### config.mk
export PLATFORM = sky130hd
export DESIGN_NAME = sliding_window_min_max_sum_unit
export DESIGN_NICKNAME = d
export VERILOG_FILES = /design/src/rtl/core/swmms_pkg.sv /design/src/rtl/core/sliding_window_min_max_sum_unit.sv /design/src/rtl/core/swmms_ram.sv /design/src/rtl/core/swmms_div.sv /design/src/rtl/core/swmms_datapath.sv /design/src/rtl/core/swmms_ctrl.sv
export VERILOG_INCLUDE_DIRS = /design/src /design/src/rtl/core
export SDC_FILE = /design/constraint.sdc
export NUM_CORES = 2
export LEC_CHECK = 0
export BUFFER_PORTS_ARGS = -buffer_cell sky130_fd_sc_hd__buf_2
export CAP_MARGIN = 5
export CORE_MARGIN = 2
export CORE_UTILIZATION = 35
export DETAILED_ROUTE_END_ITERATION = 12
export MAX_ROUTING_LAYER = met4
export PLACE_DENSITY = 0.55
export SKIP_CTS_REPAIR_TIMING = 1
export SLEW_MARGIN = 20
export SYNTH_ARGS = -nofsm -noshare
export SYNTH_HDL_FRONTEND = slang
export SYNTH_HIERARCHICAL = 1
export SYNTH_SLANG_ARGS = --single-unit
export TNS_END_PERCENT = 20
### constraint.sdc
create_clock -name clk -period 11.65 [get_ports clk]
set_input_delay 1.165 -clock clk [delete_from_list [all_inputs] [get_ports clk]]
set_output_delay 1.165 -clock clk [all_outputs]
set_load 0.02 [all_outputs]
### src/rtl/core/sliding_window_min_max_sum_unit_macros.svh
// ---------------------------------------------------------------------------
// sliding window unit assertion macros
// shared concurrent check helpers for the sliding window unit
// ---------------------------------------------------------------------------
`ifndef SLIDING_WINDOW_MIN_MAX_SUM_UNIT_MACROS_SVH
`define SLIDING_WINDOW_MIN_MAX_SUM_UNIT_MACROS_SVH

// same-cycle implication, muted during reset
`define SWMMS_ASSERT_NOW(label, clk, rst, ante, cons, msg) \
  label: assert property (@(posedge clk) disable iff (rst) (ante) |-> (cons)) else $error(msg);

// next-cycle implication, muted during reset
`define SWMMS_ASSERT_NEXT(label, clk, rst, ante, cons, msg) \
  label: assert property (@(posedge clk) disable iff (rst) (ante) |=> (cons)) else $error(msg);

`endif

### src/rtl/core/swmms_pkg.sv
// ---------------------------------------------------------------------------
// swmms_pkg
// types, constants and control structs of the sliding window unit
// ---------------------------------------------------------------------------
`timescale 1ns / 1ps

package swmms_pkg;

  localparam int CAPACITY_DEF = 64;
  localparam int SAMPLE_W     = 32;
  localparam int SUM_W        = 40;
  localparam int COUNT_OUT_W  = 7;
  localparam int KIND_W       = 2;
  localparam int DIV_STEPS    = SUM_W;
  localparam int OUT_FIELDS_W = 4 * SAMPLE_W + SUM_W + COUNT_OUT_W;
  localparam int OUT_TDATA_W  = ((OUT_FIELDS_W + 7) / 8) * 8;

  localparam logic [SAMPLE_W-1:0] Q_MAX = {1'b0, {(SAMPLE_W-1){1'b1}}};
  localparam logic [SAMPLE_W-1:0] Q_MIN = {1'b1, {(SAMPLE_W-1){1'b0}}};

  // operation codes carried in s_tuser
  localparam logic [KIND_W-1:0] KIND_PUSH  = 2'd0;
  localparam logic [KIND_W-1:0] KIND_CLEAR = 2'd1;
  localparam logic [KIND_W-1:0] KIND_READ  = 2'd2;

  typedef enum logic [3:0] {
    ST_IDLE,
    ST_PUSH,
    ST_SCAN,
    ST_SCAN_END,
    ST_DIV_START,
    ST_DIV_WAIT,
    ST_CLEAR,
    ST_EMIT,
    ST_RD_INIT,
    ST_RD_ADDR,
    ST_RD_EMIT
  } state_t;

  typedef enum logic [1:0] {
    RD_SEL_WP,
    RD_SEL_SCAN,
    RD_SEL_POS
  } rd_sel_t;

  typedef struct packed {
    logic    capture;
    logic    push_apply;
    logic    clear;
    logic    scan_issue;
    logic    div_start;
    logic    emit_aggr;
    logic    rd_init;
    logic    rd_emit;
    rd_sel_t rd_sel;
  } cmd_t;

  typedef struct packed {
    logic full;
    logic count_zero;
    logic need_rescan;
    logic scan_last;
    logic div_done;
    logic out_free;
    logic rd_last;
  } status_t;

endpackage

### src/rtl/core/sliding_window_min_max_sum_unit.sv
// a push result is registered after the update, the divide start, the divide and the
// output load, which waits for a free output register
// a push that evicts the current minimum or maximum adds a rescan over every ring position
// clear resets the window and emits one result; read-out gives the held items oldest first
// one input item is in work at a time; the next is taken once its last result is registered
// reset clears the window state and control at once; the ring has no clearing pass
// ---------------------------------------------------------------------------
// sliding_window_min_max_sum_unit
// windowed min, max, sum and average over the last CAPACITY Q16.16 samples
// ---------------------------------------------------------------------------
`timescale 1ns / 1ps

`include "sliding_window_min_max_sum_unit_macros.svh"

module sliding_window_min_max_sum_unit #(
  parameter int CAPACITY = swmms_pkg::CAPACITY_DEF
) (
  input  logic                              clk,
  input  logic                              rst,
  input  logic                              s_tvalid,
  output logic                              s_tready,
  input  logic [swmms_pkg::SAMPLE_W-1:0]    s_tdata,  // sample
  input  logic [swmms_pkg::KIND_W-1:0]      s_tuser,  // kind
  output logic                              m_tvalid,
  input  logic                              m_tready,
  // item_value, entry_count, min_value, max_value, sum_value, average_value, zero pad
  output logic [swmms_pkg::OUT_TDATA_W-1:0] m_tdata,
  output logic                              m_tlast
);

  import swmms_pkg::*;

  cmd_t    cmd;
  status_t status;

  // sequencer
  swmms_ctrl u_ctrl (
    .clk      (clk),
    .rst      (rst),
    .s_tvalid (s_tvalid),
    .s_tready (s_tready),
    .s_tuser  (s_tuser),
    .status   (status),
    .cmd      (cmd)
  );

  // window datapath
  swmms_datapath #(
    .CAPACITY (CAPACITY)
  ) u_datapath (
    .clk      (clk),
    .rst      (rst),
    .cmd      (cmd),
    .status   (status),
    .s_tdata  (s_tdata),
    .m_tvalid (m_tvalid),
    .m_tready (m_tready),
    .m_tdata  (m_tdata),
    .m_tlast  (m_tlast)
  );

  // checks
  `SWMMS_ASSERT_NOW(a_load_when_free, clk, rst, (cmd.emit_aggr || cmd.rd_emit), status.out_free, "output register overwritten while full")
  `SWMMS_ASSERT_NEXT(a_aggr_item_last, clk, rst, cmd.emit_aggr, (m_tvalid && m_tlast), "single result item not marked last")
  `SWMMS_ASSERT_NOW(a_count_bound, clk, rst, m_tvalid, (m_tdata[38:32] <= COUNT_OUT_W'(CAPACITY)), "entry count beyond capacity")
  `SWMMS_ASSERT_NOW(a_avg_in_range, clk, rst, (m_tvalid && m_tdata[38:32] != '0), ($signed(m_tdata[70:39]) <= $signed(m_tdata[174:143]) && $signed(m_tdata[174:143]) <= $signed(m_tdata[102:71])), "average outside min and max")

endmodule

### src/rtl/core/swmms_ram.sv
// ---------------------------------------------------------------------------
// swmms_ram
// generic single write port, single read port ram with registered read
// ---------------------------------------------------------------------------
`timescale 1ns / 1ps

module swmms_ram #(
  parameter int WIDTH = 32,
  parameter int DEPTH = 64
) (
  input  logic                     clk,
  input  logic                     wr_en,
  input  logic [$clog2(DEPTH)-1:0] wr_addr,
  input  logic [WIDTH-1:0]         wr_data,
  input  logic [$clog2(DEPTH)-1:0] rd_addr,
  output logic [WIDTH-1:0]         rd_data
);

  logic [WIDTH-1:0] mem [DEPTH];

  // write port
  always_ff @(posedge clk) begin
    if (wr_en) begin
      mem[wr_addr] <= wr_data;
    end
  end

  // registered read port
  always_ff @(posedge clk) begin
    rd_data <= mem[rd_addr];
  end

endmodule

### src/rtl/core/swmms_div.sv
// ---------------------------------------------------------------------------
// swmms_div
// restoring divider, signed sum by unsigned count, one quotient bit a cycle
// ---------------------------------------------------------------------------
`timescale 1ns / 1ps

module swmms_div #(
  parameter int CNT_W = 7
) (
  input  logic                          clk,
  input  logic                          rst,
  input  logic                          start,
  input  logic [swmms_pkg::SUM_W-1:0]   dividend,
  input  logic [CNT_W-1:0]              divisor,
  output logic                          done,
  output logic [swmms_pkg::SAMPLE_W-1:0] quotient
);

  import swmms_pkg::*;

  localparam int STEP_W = $clog2(DIV_STEPS);

  logic              busy;
  logic [STEP_W-1:0] step;
  logic              negative;
  logic [SUM_W-1:0]  mag;
  logic [CNT_W-1:0]  rem;
  logic [CNT_W:0]    trial;
  logic              fits;
  logic [CNT_W:0]    diff;

  // one trial subtraction per cycle
  always_comb begin
    trial = {rem, mag[SUM_W-1]};
    fits  = trial >= {1'b0, divisor};
    diff  = trial - {1'b0, divisor};
  end

  // control
  always_ff @(posedge clk) begin
    if (rst) begin
      busy <= 1'b0;
      done <= 1'b0;
      step <= '0;
    end else begin
      done <= 1'b0;
      if (start) begin
        busy <= 1'b1;
        step <= '0;
      end else if (busy) begin
        step <= step + 1'b1;
        if (step == STEP_W'(DIV_STEPS - 1)) begin
          busy <= 1'b0;
          done <= 1'b1;
        end
      end
    end
  end

  // magnitude shift register and partial remainder
  always_ff @(posedge clk) begin
    if (start) begin
      negative <= dividend[SUM_W-1];
      mag      <= dividend[SUM_W-1] ? (~dividend + 1'b1) : dividend;
      rem      <= '0;
    end else if (busy) begin
      mag <= {mag[SUM_W-2:0], fits};
      rem <= fits ? diff[CNT_W-1:0] : trial[CNT_W-1:0];
    end
  end

  // quotient magnitude fits the sample width, sign restored here
  assign quotient = negative ? (~mag[SAMPLE_W-1:0] + 1'b1) : mag[SAMPLE_W-1:0];

endmodule

### src/rtl/core/swmms_datapath.sv
// ---------------------------------------------------------------------------
// swmms_datapath
// sample ring, running aggregates, rescan, read-out pointer and output register
// ---------------------------------------------------------------------------
`timescale 1ns / 1ps

module swmms_datapath #(
  parameter int CAPACITY = swmms_pkg::CAPACITY_DEF
) (
  input  logic                              clk,
  input  logic                              rst,
  input  swmms_pkg::cmd_t                   cmd,
  output swmms_pkg::status_t                status,
  input  logic [swmms_pkg::SAMPLE_W-1:0]    s_tdata,
  output logic                              m_tvalid,
  input  logic                              m_tready,
  output logic [swmms_pkg::OUT_TDATA_W-1:0] m_tdata,
  output logic                              m_tlast
);

  import swmms_pkg::*;

  localparam int PTR_W = $clog2(CAPACITY);
  localparam int CNT_W = $clog2(CAPACITY + 1);
  localparam logic [PTR_W-1:0] LAST_PTR = PTR_W'(CAPACITY - 1);
  localparam logic [CNT_W-1:0] FULL_CNT = CNT_W'(CAPACITY);
  localparam int PAD_W = OUT_TDATA_W - OUT_FIELDS_W;

  logic [SAMPLE_W-1:0] sample;
  logic [PTR_W-1:0]    wp;
  logic [CNT_W-1:0]    count;
  logic [SAMPLE_W-1:0] wmin;
  logic [SAMPLE_W-1:0] wmax;
  logic [SUM_W-1:0]    wsum;
  logic [SAMPLE_W-1:0] avg;
  logic [PTR_W-1:0]    scan_cnt;
  logic                scan_valid;
  logic [PTR_W-1:0]    rd_pos;
  logic [CNT_W-1:0]    rd_left;

  logic [PTR_W-1:0]    rd_addr;
  logic [SAMPLE_W-1:0] rd_data;
  logic [SAMPLE_W-1:0] wmin_next;
  logic [SAMPLE_W-1:0] wmax_next;
  logic [SUM_W-1:0]    wsum_next;
  logic [SUM_W-1:0]    evict_ext;
  logic                full;
  logic                need_rescan;
  logic [PTR_W-1:0]    wp_next;
  logic [PTR_W:0]      oldest_raw;
  logic [PTR_W-1:0]    oldest;
  logic                div_done;
  logic [SAMPLE_W-1:0] quotient;
  logic                out_free;
  logic                load;

  logic [SAMPLE_W-1:0]    out_item;
  logic [COUNT_OUT_W-1:0] out_count;
  logic [SAMPLE_W-1:0]    out_min;
  logic [SAMPLE_W-1:0]    out_max;
  logic [SUM_W-1:0]       out_sum;
  logic [SAMPLE_W-1:0]    out_avg;
  logic                   out_last;
  logic [SAMPLE_W-1:0]    load_item;

  // ring memory
  always_comb begin
    case (cmd.rd_sel)
      RD_SEL_WP:   rd_addr = wp;
      RD_SEL_SCAN: rd_addr = scan_cnt;
      RD_SEL_POS:  rd_addr = rd_pos;
      default:     rd_addr = wp;
    endcase
  end

  swmms_ram #(
    .WIDTH (SAMPLE_W),
    .DEPTH (CAPACITY)
  ) u_ring (
    .clk     (clk),
    .wr_en   (cmd.push_apply),
    .wr_addr (wp),
    .wr_data (sample),
    .rd_addr (rd_addr),
    .rd_data (rd_data)
  );

  // push arithmetic, evicted sample arrives from the ring read
  always_comb begin
    full      = count == FULL_CNT;
    wmin_next = ($signed(sample) < $signed(wmin)) ? sample : wmin;
    wmax_next = ($signed(sample) > $signed(wmax)) ? sample : wmax;
    evict_ext = full ? {{(SUM_W-SAMPLE_W){rd_data[SAMPLE_W-1]}}, rd_data} : '0;
    wsum_next = wsum + {{(SUM_W-SAMPLE_W){sample[SAMPLE_W-1]}}, sample} - evict_ext;
    need_rescan = full && (rd_data == wmin_next || rd_data == wmax_next);
    wp_next   = (wp == LAST_PTR) ? '0 : wp + 1'b1;
  end

  // oldest held position, wraps with one compare and subtract
  always_comb begin
    oldest_raw = (PTR_W+1)'(wp) + (PTR_W+1)'(CAPACITY) - (PTR_W+1)'(count);
    oldest     = (oldest_raw >= (PTR_W+1)'(CAPACITY)) ?
                 PTR_W'(oldest_raw - (PTR_W+1)'(CAPACITY)) : oldest_raw[PTR_W-1:0];
  end

  // sample capture
  always_ff @(posedge clk) begin
    if (cmd.capture) begin
      sample <= s_tdata;
    end
  end

  // window state
  always_ff @(posedge clk) begin
    if (rst || cmd.clear) begin
      wp    <= '0;
      count <= '0;
      wmin  <= Q_MAX;
      wmax  <= Q_MIN;
      wsum  <= '0;
    end else if (cmd.push_apply) begin
      wp    <= wp_next;
      wsum  <= wsum_next;
      if (!full) begin
        count <= count + 1'b1;
      end
      wmin  <= need_rescan ? Q_MAX : wmin_next;
      wmax  <= need_rescan ? Q_MIN : wmax_next;
    end else if (scan_valid) begin
      if ($signed(rd_data) < $signed(wmin)) begin
        wmin <= rd_data;
      end
      if ($signed(rd_data) > $signed(wmax)) begin
        wmax <= rd_data;
      end
    end
  end

  // rescan walk over every position, only a full window is rescanned
  always_ff @(posedge clk) begin
    if (rst) begin
      scan_valid <= 1'b0;
      scan_cnt   <= '0;
    end else begin
      scan_valid <= cmd.scan_issue;
      if (cmd.push_apply) begin
        scan_cnt <= '0;
      end else if (cmd.scan_issue) begin
        scan_cnt <= scan_cnt + 1'b1;
      end
    end
  end

  // average
  swmms_div #(
    .CNT_W (CNT_W)
  ) u_div (
    .clk      (clk),
    .rst      (rst),
    .start    (cmd.div_start),
    .dividend (wsum),
    .divisor  (count),
    .done     (div_done),
    .quotient (quotient)
  );

  always_ff @(posedge clk) begin
    if (div_done) begin
      avg <= quotient;
    end
  end

  // read-out pointer
  always_ff @(posedge clk) begin
    if (rst) begin
      rd_left <= '0;
    end else if (cmd.rd_init) begin
      rd_left <= count;
    end else if (cmd.rd_emit) begin
      rd_left <= rd_left - 1'b1;
    end
  end

  always_ff @(posedge clk) begin
    if (cmd.rd_init) begin
      rd_pos <= oldest;
    end else if (cmd.rd_emit) begin
      rd_pos <= (rd_pos == LAST_PTR) ? '0 : rd_pos + 1'b1;
    end
  end

  // output register
  assign out_free  = !m_tvalid || m_tready;
  assign load      = cmd.emit_aggr || cmd.rd_emit;
  assign load_item = cmd.rd_emit ? rd_data : '0;

  always_ff @(posedge clk) begin
    if (rst) begin
      m_tvalid <= 1'b0;
    end else if (load) begin
      m_tvalid <= 1'b1;
    end else if (m_tready) begin
      m_tvalid <= 1'b0;
    end
  end

  always_ff @(posedge clk) begin
    if (load) begin
      out_item  <= load_item;
      out_count <= COUNT_OUT_W'(count);
      out_min   <= (count == '0) ? '0 : wmin;
      out_max   <= (count == '0) ? '0 : wmax;
      out_sum   <= (count == '0) ? '0 : wsum;
      out_avg   <= (count == '0) ? '0 : avg;
      out_last  <= cmd.emit_aggr || (rd_left == CNT_W'(1));
    end
  end

  assign m_tdata = {{PAD_W{1'b0}}, out_avg, out_sum, out_max, out_min, out_count, out_item};
  assign m_tlast = out_last;

  // status back to the controller
  always_comb begin
    status.full        = full;
    status.count_zero  = count == '0;
    status.need_rescan = need_rescan;
    status.scan_last   = scan_cnt == LAST_PTR;
    status.div_done    = div_done;
    status.out_free    = out_free;
    status.rd_last     = rd_left == CNT_W'(1);
  end

endmodule

### src/rtl/core/swmms_ctrl.sv
// ---------------------------------------------------------------------------
// swmms_ctrl
// operation sequencer for push, clear and read-out of the sliding window
// ---------------------------------------------------------------------------
`timescale 1ns / 1ps

module swmms_ctrl (
  input  logic                          clk,
  input  logic                          rst,
  input  logic                          s_tvalid,
  output logic                          s_tready,
  input  logic [swmms_pkg::KIND_W-1:0]  s_tuser,
  input  swmms_pkg::status_t            status,
  output swmms_pkg::cmd_t               cmd
);

  import swmms_pkg::*;

  state_t state;
  state_t state_next;

  // state register
  always_ff @(posedge clk) begin
    if (rst) begin
      state <= ST_IDLE;
    end else begin
      state <= state_next;
    end
  end

  // next state
  always_comb begin
    state_next = state;
    case (state)
      ST_IDLE: begin
        if (s_tvalid) begin
          case (s_tuser)
            KIND_PUSH:  state_next = ST_PUSH;
            KIND_CLEAR: state_next = ST_CLEAR;
            KIND_READ:  state_next = status.count_zero ? ST_EMIT : ST_RD_INIT;
            default:    state_next = ST_IDLE;
          endcase
        end
      end
      ST_PUSH:      state_next = status.need_rescan ? ST_SCAN : ST_DIV_START;
      ST_SCAN:      state_next = status.scan_last ? ST_SCAN_END : ST_SCAN;
      ST_SCAN_END:  state_next = ST_DIV_START;
      ST_DIV_START: state_next = ST_DIV_WAIT;
      ST_DIV_WAIT:  state_next = status.div_done ? ST_EMIT : ST_DIV_WAIT;
      ST_CLEAR:     state_next = ST_EMIT;
      ST_EMIT:      state_next = status.out_free ? ST_IDLE : ST_EMIT;
      ST_RD_INIT:   state_next = ST_RD_ADDR;
      ST_RD_ADDR:   state_next = ST_RD_EMIT;
      ST_RD_EMIT: begin
        if (status.out_free) begin
          state_next = status.rd_last ? ST_IDLE : ST_RD_ADDR;
        end
      end
      default:      state_next = ST_IDLE;
    endcase
  end

  // outputs
  always_comb begin
    cmd      = '0;
    s_tready = 1'b0;
    cmd.rd_sel = RD_SEL_WP;
    case (state)
      ST_IDLE: begin
        s_tready    = 1'b1;
        cmd.capture = s_tvalid;
      end
      ST_PUSH:      cmd.push_apply = 1'b1;
      ST_SCAN: begin
        cmd.scan_issue = 1'b1;
        cmd.rd_sel     = RD_SEL_SCAN;
      end
      ST_DIV_START: cmd.div_start = 1'b1;
      ST_CLEAR:     cmd.clear = 1'b1;
      ST_EMIT:      cmd.emit_aggr = status.out_free;
      ST_RD_INIT:   cmd.rd_init = 1'b1;
      ST_RD_ADDR:   cmd.rd_sel = RD_SEL_POS;
      ST_RD_EMIT: begin
        cmd.rd_sel  = RD_SEL_POS;
        cmd.rd_emit = status.out_free;
      end
      default: begin
        cmd = '0;
      end
    endcase
  end

endmodule
==> flow_summary.toml <==
[global_routing]
gr-total-overflow = 0
grt_pass1_vias = 59000
grt_pass1_wl_um = 457000
grt_max_degree = 96
antenna_found_initial = 22
track_usage_pct = 21.6

[pwr]
p_total_w = 0.0311
peakVddDrop_v = 0.000249
power_per_cell_area_mw_per_mm2 = 255
p_leak_nw = 39.2

[die]
dieArea_sq_mm = 0.306
placementRows = 201
chipHeight_um = 553
start_util_pct = 35.2
core_sq_mm = 0.300
die_w_um = 553
ios = 217

[worst_setup_path]
crit_required_ns = 12.36
crit_fanout = 86
worstSetupPathType = "flop to flop"
crit_arrival_ns = 6.99
cp-end-kind = "flop"
critPathLaunchType = "flop"

[sta]
rsz0062_at_grt = "false"
fin_worst_skew_ns = 0.0607
slew_viol_final = 0
worst_slew_pin_slew_ns = 1.23
post-route-period-util_pct = 53.8
hold_viol = 0
fin_crit_ns = 6.27
setup-tns-final_ns = 0
setup-violations-final = 0
fin_ws_ns = 5.38
fmax_ghz = 0.159
relSlewSlack_pct = 18.0

[drt]
routed-wl-met3_um = 26200
wl_um = 328000
routed-wl-met2_um = 155000
dr_total_vias = 59900
ant_nets = 0
drc_errors = 0
wl_per_cell_um = 30.7
via_per_inst = 5.61
wl_met1_um = 136000
drtIter0Drc = 7357
dr.pass1.iters = 7
top_layer_used = "met4"

[clocking]
cts.sinks = 2518
clk_latency_ns = 0.91
h-tree-depth = 5
clk_pin_slew_ns = 0.06
cts_root_buffer = "clkbuf_16"
numCtsBuffers = 283
cts_tree = "done"
cts_max_path_buffers = 4

[finish]
seq_area_sq_mm = 0.0738
layout_common_cells = "2335 x edfxtp_1, 544 x mux4_2, 368 x nor2_1"
drive_gt1_share_pct = 22.7
final.fill_count = 26800
nets = 6767
mostFrequentLayoutCell = "edfxtp_1"
area_growth_pct = 15.6
multi_input_area_sq_mm = 0.0298

[synthesis]
synth_cells = 6095
synth_nets = 6365
yosysWarnings = 6
syn_avg_cell_area_sq_um = 17.3
synth_area_sq_mm = 0.105

[placement]
io_buffer_count = 215
place_hpwl_um = 197000
gp_congestion = 0.921
preCtsSetupSlack_ns = 5.17

[job]
max_cap_viol_count = 0

[hold_path]
hp-class = "primary input to flop"

[status]
outcome = "finished clean"
==> registers in the layout, indices dropped and copies added (netlist names), 40 cells and up <==
name                   cells
u_datapath/u_ring/mem   2048
u_datapath/out_sum        40
u_datapath/u_div/mag      40
u_datapath/wsum           40
==> layout make-up <==
| type | instances | area share (%) |
|---|---|---|
| clock buffer | 359 | 6.29 |
| sequential | 2518 | 60.5 |
| tap | 3958 | 4.06 |
| clock inverter | 152 | 1.47 |
| antenna | 4 | 0.00821 |
| timing repair buffer | 437 | 2.34 |
| multi-input combinational | 2980 | 24.4 |
| inverter | 277 | 0.859 |
==> routing by layer <==
layer,up-vias,global-route usage (%)
met1,31700,28.9
met5,-,-
met3,510,3.34
met2,2755,33.9
met4,0,6.48
li1,24900,-
==> worst paths after layout <==
| kind | to | cells past startpoint | from | slack, ns |
|---|---|---|---|---|
| worst max-delay path | u_datapath/u_ring/rd_data[5]$_DFF_P_ | 11 | u_ctrl/state[1]$_SDFFE_PP0P_ | 5.38 |
| worst min-delay path | u_datapath/sample[28]$_DFFE_PP_ | 1 | s_tdata[28] | 0.43 |
| worst max register to register | u_datapath/u_ring/rd_data[5]$_DFF_P_ | 11 | u_ctrl/state[1]$_SDFFE_PP0P_ | 5.38 |
| worst min register to register | u_datapath/u_div/rem[5]$_SDFFE_PP0P_ | 2 | u_datapath/u_div/rem[5]$_SDFFE_PP0P_ | 0.51 |
==> stage by stage <==
stage | hold slack, ns | instances | instance area [sq um] | util [%]
2_1_floorplan | 0.459 | 6095 | 105000 | -
3_3_place_gp | 0.472 | 10200 | 112000 | 37.5
3_5_place_dp | 0.497 | 10200 | 112000 | 37.5
4_1_cts | 0.374 | 10700 | 122000 | 40.7
5_1_grt | 0.392 | 10700 | 122000 | 40.7
6_report | 0.435 | 10700 | 122000 | 40.7
==> critical path, stage by stage, from the launching register on <==
cell and delay, ns:
dfxtp_1 0.67, and3_1 0.45, inv_1 0.08, ha_1 0.69, a221oi_1 0.16, a21oi_4 0.73
buf_4 0.57, buf_12 0.56, mux4_2 0.62, mux4_2 0.53, o22ai_1 0.77, nor2_1 0.15
==> where the power goes <==
group | internal, W | total, W | switching (W) | leakage (nW)
sequential | 0.0110 | 0.0115 | 0.000529 | 22.5
clock | 0.00537 | 0.00910 | 0.00374 | 4.60
combinational | 0.00420 | 0.0105 | 0.00635 | 12.1
No activity file was read; power rests on OpenSTA's default activity.
